===== config.mk =====
export PLATFORM = sky130hd
export DESIGN_NAME = tie_div
export DESIGN_NICKNAME = d
export VERILOG_FILES = /design/src/rtl/core/tie_pkg.sv /design/src/rtl/core/tie_div.sv
export SDC_FILE = /design/constraint.sdc
export NUM_CORES = 1
export LEC_CHECK = 0
export BUFFER_PORTS_ARGS = -buffer_cell sky130_fd_sc_hd__buf_2
export CAP_MARGIN = 15
export CORE_ASPECT_RATIO = 0.75
export CORE_MARGIN = 5
export CORE_UTILIZATION = 55
export DETAILED_ROUTE_END_ITERATION = 10
export GPL_TIMING_DRIVEN = 0
export PLACE_DENSITY = 0.86
export SYNTH_ARGS = -nofsm -noshare
export SYNTH_HDL_FRONTEND = slang
export SYNTH_SLANG_ARGS = --single-unit

===== constraint.sdc =====
create_clock -name i_clk -period 4.05 [get_ports i_clk]
set_clock_uncertainty 0.05 [all_clocks]
set_input_delay 0.405 -clock i_clk [delete_from_list [all_inputs] [get_ports i_clk]]
set_output_delay 0.405 -clock i_clk [all_outputs]
set_load 0.01 [all_outputs]

===== src/rtl/core/tie_pkg.sv =====
// Package for the tetrahedral isosurface extractor.
// Holds widths, request codes, the vertex word type and the cut order table.
// Depends on nothing.
package tie_pkg;

    localparam int VERTEX_DEPTH = 4096;
    localparam int ADDR_BITS    = $clog2(VERTEX_DEPTH);
    localparam int SLOT_BITS    = 12;
    localparam int COORD_BITS   = 16;
    localparam int DENS_BITS    = 16;
    localparam int CNT_BITS     = 24;
    // Dividend 2*mag*num + den, and divider remainder widths.
    localparam int NUM_BITS     = COORD_BITS + DENS_BITS + 2;
    localparam int REM_BITS     = DENS_BITS + 2;
    localparam int STEP_BITS    = $clog2(COORD_BITS);

    typedef logic [1:0] t_req;
    localparam t_req REQ_LOAD    = 2'd0;
    localparam t_req REQ_TETRA   = 2'd1;
    localparam t_req REQ_RESTART = 2'd2;

    // One vertex table entry.
    typedef struct packed {
        logic [COORD_BITS-1:0] x;
        logic [COORD_BITS-1:0] y;
        logic [COORD_BITS-1:0] z;
        logic [DENS_BITS-1:0]  d;
    } t_vtx;

    // Where the level lies among the sorted corner densities.
    typedef enum logic [1:0] {
        MODE_LOW,
        MODE_QUAD,
        MODE_HIGH
    } t_mode;

    // One cut edge: sorted corner ranks of its ends and the triangle offset.
    typedef struct packed {
        logic [1:0] lo;
        logic [1:0] hi;
        logic       tri_inc;
    } t_cut;

    // Status of the serial divider.
    typedef struct packed {
        logic busy;
        logic done;
    } t_div_stat;

    function automatic logic [ADDR_BITS-1:0] slot_addr(input logic [SLOT_BITS-1:0] slot);
        slot_addr = ADDR_BITS'(slot);
    endfunction

    // Emission order of the cut edges for each case.
    function automatic t_cut cut_of(input t_mode mode, input logic [2:0] step);
        t_cut c;
        c = '{lo: 2'd0, hi: 2'd1, tri_inc: 1'b0};
        case (mode)
            MODE_LOW: begin
                c.hi = (step == 3'd0) ? 2'd1 : (step == 3'd1) ? 2'd2 : 2'd3;
            end
            MODE_HIGH: begin
                c.hi = 2'd3;
                c.lo = (step == 3'd0) ? 2'd0 : (step == 3'd1) ? 2'd1 : 2'd2;
            end
            MODE_QUAD: begin
                case (step)
                    3'd0:    c = '{lo: 2'd0, hi: 2'd2, tri_inc: 1'b0};
                    3'd1:    c = '{lo: 2'd0, hi: 2'd3, tri_inc: 1'b0};
                    3'd2:    c = '{lo: 2'd1, hi: 2'd2, tri_inc: 1'b0};
                    3'd3:    c = '{lo: 2'd1, hi: 2'd3, tri_inc: 1'b1};
                    3'd4:    c = '{lo: 2'd1, hi: 2'd2, tri_inc: 1'b1};
                    default: c = '{lo: 2'd0, hi: 2'd3, tri_inc: 1'b1};
                endcase
            end
            default: c = '{lo: 2'd0, hi: 2'd1, tri_inc: 1'b0};
        endcase
        cut_of = c;
    endfunction

endpackage


===== src/rtl/core/tie_div.sv =====
// Restoring divider, one quotient bit per cycle, shared by all cut interpolations.
// Depends on tie_pkg.
module tie_div import tie_pkg::*; (
    input  logic                  i_clk,
    input  logic                  i_rst_n,
    input  logic                  i_start,
    input  logic [NUM_BITS-1:0]   i_numer,
    input  logic [DENS_BITS:0]    i_den2,
    output t_div_stat             o_stat,
    output logic [COORD_BITS-1:0] o_quot
);

    logic                  r_busy;
    logic                  r_done;
    logic [STEP_BITS-1:0]  r_step;
    logic [REM_BITS-1:0]   r_rem;
    logic [COORD_BITS-1:0] r_nlo;
    logic [COORD_BITS-1:0] r_quo;
    logic [DENS_BITS:0]    r_den2;
    logic [REM_BITS-1:0]   w_trial;
    logic                  w_ge;

    // Shift in the next dividend bit and test against the divisor.
    assign w_trial = {r_rem[REM_BITS-2:0], r_nlo[COORD_BITS-1]};
    assign w_ge    = w_trial >= REM_BITS'(r_den2);

    always_ff @(posedge i_clk) begin
        if (!i_rst_n) begin
            r_busy <= 1'b0;
            r_done <= 1'b0;
            r_step <= '0;
        end else begin
            r_done <= 1'b0;
            if (i_start) begin
                r_busy <= 1'b1;
                r_step <= '0;
                r_rem  <= REM_BITS'(i_numer >> COORD_BITS);
                r_nlo  <= i_numer[COORD_BITS-1:0];
                r_den2 <= i_den2;
            end else if (r_busy) begin
                r_rem <= w_ge ? (w_trial - REM_BITS'(r_den2)) : w_trial;
                r_nlo <= {r_nlo[COORD_BITS-2:0], 1'b0};
                r_quo <= {r_quo[COORD_BITS-2:0], w_ge};
                r_step <= r_step + 1'b1;
                if (r_step == STEP_BITS'(COORD_BITS - 1)) begin
                    r_busy <= 1'b0;
                    r_done <= 1'b1;
                end
            end
        end
    end

    assign o_stat = '{busy: r_busy, done: r_done};
    assign o_quot = r_quo;

endmodule


# Word level (Yosys, flattened, before mapping)
# Cells that the tools add are included.
# totals
mem_bits_ro,0
word_cells,29
out_inout_bits,18
register_bits,72
n_memories,0
ramBits,0
latch_bits,0
# op_classes
bitwise_logic,3
multipliers,0
n_eq_ne,1
n_lt_le_gt_ge,1
add_sub_neg,2
n_shift,0
n_div,0
n_reduce_logical,6
mux,9
# ops
cell,count
two-way mux 17 bit,3
two-way mux 16 bit,2
>= comparator 18 x 17 -> 1 bit,1
subtractor 17 bit,1
"adder 4 x 1 -> 4 bit, second input constant",1
"== test 4 bit, second input constant",1
two-way mux 1 bit,4
AND reduction 2 bit,2
NOT 1 bit,3
AND reduction 3 bit,1
OR reduction 3 bit,1
nonzero test 2 bit,1
OR reduction 2 bit,1

# Depth between registers and ports, before layout
# logic_depth
depth_word,4
ltp_mapped,11

# Worst setup path after synthesis
# OpenSTA, ideal clock, no wires.
# synth_timing
path_kind,register -> register
start,reg r_nlo[15]
end,reg r_rem[12] (data pin)
setup_ns,0.261
t_required_ns,3.739
arrival_time_ns,2.552
slack_ns,1.187
path_stages_with_launch,11
path_cell_list,edfxtp_1 -> inv_1 -> ha_1 -> inv_1 -> fa_1 -> a21o_1 -> a221o_1 -> a221oi_4 -> a31oi_4 -> and2_1 -> a221o_1
# synth_via
elab_chain_cells,4
word_cells_on_any_way,5
cone_classes,add/sub (1); order compare (1); mux (3)
# synth_rtl
item,line,rtl
from (decl),tie_div.sv:17,logic [COORD_BITS-1:0] r_nlo;
from (signal assigned),tie_div.sv:38,r_nlo <= i_numer[COORD_BITS-1:0];
from (signal assigned),tie_div.sv:42,"r_nlo <= {r_nlo[COORD_BITS-2:0], 1'b0};"
subtractor 17 bit / >= comparator 18 x 17 -> 1 bit (equally long branches),"tie_div.sv:41, tie_div.sv:25",
two-way mux 17 bit *,tie_div.sv:41,r_rem <= w_ge ? (w_trial - REM_BITS'(r_den2)) : w_trial;
two-way mux 17 bit *,tie_div.sv:40,end else if (r_busy) begin
two-way mux 17 bit *,tie_div.sv:34,if (i_start) begin
to (signal assigned),tie_div.sv:37,r_rem <= REM_BITS'(i_numer >> COORD_BITS);
to (signal assigned),tie_div.sv:41,
to (decl),tie_div.sv:16,logic [REM_BITS-1:0] r_rem;
# Every way passes the cells marked *; elsewhere a longest branch is shown, timed or not. The select of a mux whose other input is x is not followed.
# A chain may end at the register's enable or synchronous reset.

# Worst setup path in the final report
# layout_timing
start,reg r_nlo[15]
end,reg r_rem[10] (data pin)
# Same word-level chain as after synthesis.

==> summary.md <==
| Metric | Value |
|---|---|
| Status | completed |
| Netlist cell types | 47 |
| Remaining DRCs | 0 |
| Slew Limit Fails | 0 |
| Final ANT Viol Nets | 0 |
| Final Core Density | 0.657 |
| Asr flop ratio synth | 0 |
| WL final | 7550 um |
| Logic gate share of total power | 0.233 |
| # rows | 26 |
| Max Freq | 319 MHz |
| CTS tree | yes |
| Worst setup SP type | flop |
| Top_reg_cell synth | edfxtp_1 |
| # diodes | 0 |
| Drt first pass iters | 4 |
| Overall routing resource usage | 0.186 |
| Num CTS Buffers | 9 |
| Critical path capture point type | flop |
| Fin nets | 468 |
| Post-CTS Resized | 0 |
| Commonest non-fill, non-tap cell in the layout | buf_2 |
| Crit path max fanout | 4 |
| EDFF count, synth | 66 |
| Fill cells | 523 |
| Multi-input logic area | 0.00147 mm2 |
| Clock Tree Buf Depth | 2 |
| Post-Synthesis Cells | 312 |
| Cell breakdown of the critical path | inv_1 -> ha_1 -> inv_1 -> fa_1 -> a21o_1 -> a221o_1 -> a21boi_0 -> o21ai_0 -> xor2_1 -> a221o_1 |
| Worst hold slack | 0.173 ns |
| Unrepaired setup endpoints after global routing | no |
| Ports | 72 |
| YS warnings | 0 |
| Hold Vio Cnt, Final | 0 |
| Synth area leaders | edfxtp_1, ha_1, mux2_2 |
| Final worst-path cycle share | 0.775 |
| Total die area | 0.00857 mm2 |
| Total power | 0.00179 W |
| Number of global-route vias before repair | 2633 |
| Dpl cells | 467 |
| Cell area after synthesis | 0.00374 mm2 |
| Post-Layout Cell Count | 484 |
| Post-route minimum period | 3.14 ns |
| Max Cap Violations | 0 |
| Leakage power | 1.85 nW |
| Max incr delay on CP | 0.46 ns |
| Die height | 81.5 um |
| Clk sinks | 72 |
| Clock slew at reported path FFs | 0.08 ns |
| FF+latch area | 0.00210 mm2 |
| H-tree levels | 3 |
| CTS Root Buffer Type | clkbuf_8 |
| Critical path arrival | 3.19 ns |
| Kind of critical path | flop to flop |
| First-pass GRT wire length | 12400 um |
| Worst slew pin tran | 0.897 ns |
| NetSw | 0.000512 W |
| Cell internal pwr | 0.00128 W |
| HP Class | primary input to flop |
| Sw frac | 0.286 |
| PD cells | 407 mW/mm2 |
| I/O Buffers | 70 |
| Slew HR | 0.402 |
| Post-synthesis sequential area ratio | 0.561 |
| Area grow syn2layout | 17.5% |
| Initial antenna violation count | 0 |
| Crit path max-delay cell type | a21boi_0 |
| Largest net degree at the start of global routing | 19 |
| Grt ovf | 0 |
| Total number of vias | 2657 |
| Per-cell routed wire length | 15.6 um |
| Starting Density | 0.559 |
| DR vias/cell | 5.49 |
| Die Wd | 105 um |
| Setup repair bufs after CTS | 0 |
| Sequential power share | 0.497 |
| Synth top area share | 0.529 |
| Core ar. | 0.00670 mm2 |
| Clk network pwr share | 0.270 |
| Commonest non-fill, non-tap cells in the layout | buf_2, edfxtp_1, inv_1 |
| Peak VDD IR | 244 uV |
| FF+latch count, synth | 72 |
| Clock latency on the worst-skew pair | 0.35 ns |
| WP data required | 4.11 ns |
| Setup Viol. Count Final | 0 |
| Syn Nets | 385 |
| Hpwl dp | 5550 um |
| Iteration-0 DRC count of the detailed router | 139 |
| TNS Setup | 0 ns |
| Share of cells above drive strength 1 | 0.278 |
| Yosys top cell by area | edfxtp_1 |
| Mean Syn Cell Area | 12.0 um2 |
| RD Place Congestion | 0.853 |
| Hold_buf cts | 0 |
==> sequential cells by signal, indices dropped and copies added, names as in the netlist <==
signal,flops
r_den2,17
r_busy,1
r_step,4
r_done,1
r_rem,17
o_quot,16
r_nlo,16
==> critical path, delay by kind of cell, from the launching register on <==
kind,cells,cell delay [ns]
compound gates,5,1.60
xor+xnor,1,0.17
fa+ha+maj,2,0.55
buf+inv,2,0.14
flops,1,0.36
==> area by class of cell <==
| type | count | share of cell area |
|---|---|---|
| sequential | 72 | 0.478 |
| multi-input combinational | 200 | 0.334 |
| timing repair buffer | 72 | 0.0884 |
| clock buffer | 10 | 0.0290 |
| inverter | 28 | 0.0239 |
| tap | 84 | 0.0239 |
| buffer | 12 | 0.0148 |
| clock inverter | 6 | 0.00796 |
==> cells by family after synthesis <==
logic type	synth area share
xor gates and xnor gates	0.0304
AOI/OAI and AO/OA	0.126
and+or+nand+nor	0.0989
muxes	0.0722
DFF	0.561
adders and majority gates	0.0655
buffers and inverters	0.0455
==> final timing paths <==
path              from         to  slack [ns]  cells past startpoint
max          r_nlo[15]  r_rem[10]        0.91                     10
min          i_den2[9]  r_den2[9]        0.17                      1
max reg2reg  r_nlo[15]  r_rem[10]        0.91                     10
min reg2reg  o_quot[2]  o_quot[3]        0.40                      0
==> per-stage QoR <==
step	cell area [um2]	setup WS (ns)
2_1_floorplan	3740	1.19
3_3_place_gp	4200	0.959
3_5_place_dp	4230	0.915
4_1_cts	4390	0.894
5_1_grt	4400	0.681
6_report	4400	0.913
==> power groups by stage <==
stage | registers (W) | logic [W] | clock network (W)
after floorplan | 0.000903 | 0.000309 | 0
after CTS | 0.000892 | 0.000416 | 0.000500
final | 0.000891 | 0.000418 | 0.000483
after detailed placement | 0.000908 | 0.000413 | 0
after global routing | 0.000896 | 0.000466 | 0.000539
after global placement | 0.000906 | 0.000398 | 0
==> synthesized netlist by cell type (4+ instances only) <==
cell / n
edfxtp_1: 66
mux2i_1: 9
ha_1: 18
a31oi_1: 5
dfxtp_1: 6
inv_1: 28
o21ai_0: 13
nand2_1: 17
mux2_2: 16
o21a_1: 4
xnor2_1: 6
a21o_1: 7
clkbuf_1: 5
and2_1: 5
xor2_1: 7
nand3_1: 7
a221o_1: 4
nor2_1: 21
or3_1: 5
a21oi_1: 20
==> layer usage <==
metal | wire length [um] | global-route usage
met4 | 152 | 0.0664
met1 | 3420 | 0.244
met5 | 0 | 0
met2 | 3310 | 0.288
met3 | 662 | 0.0676
(Power assumes the default switching activity.)
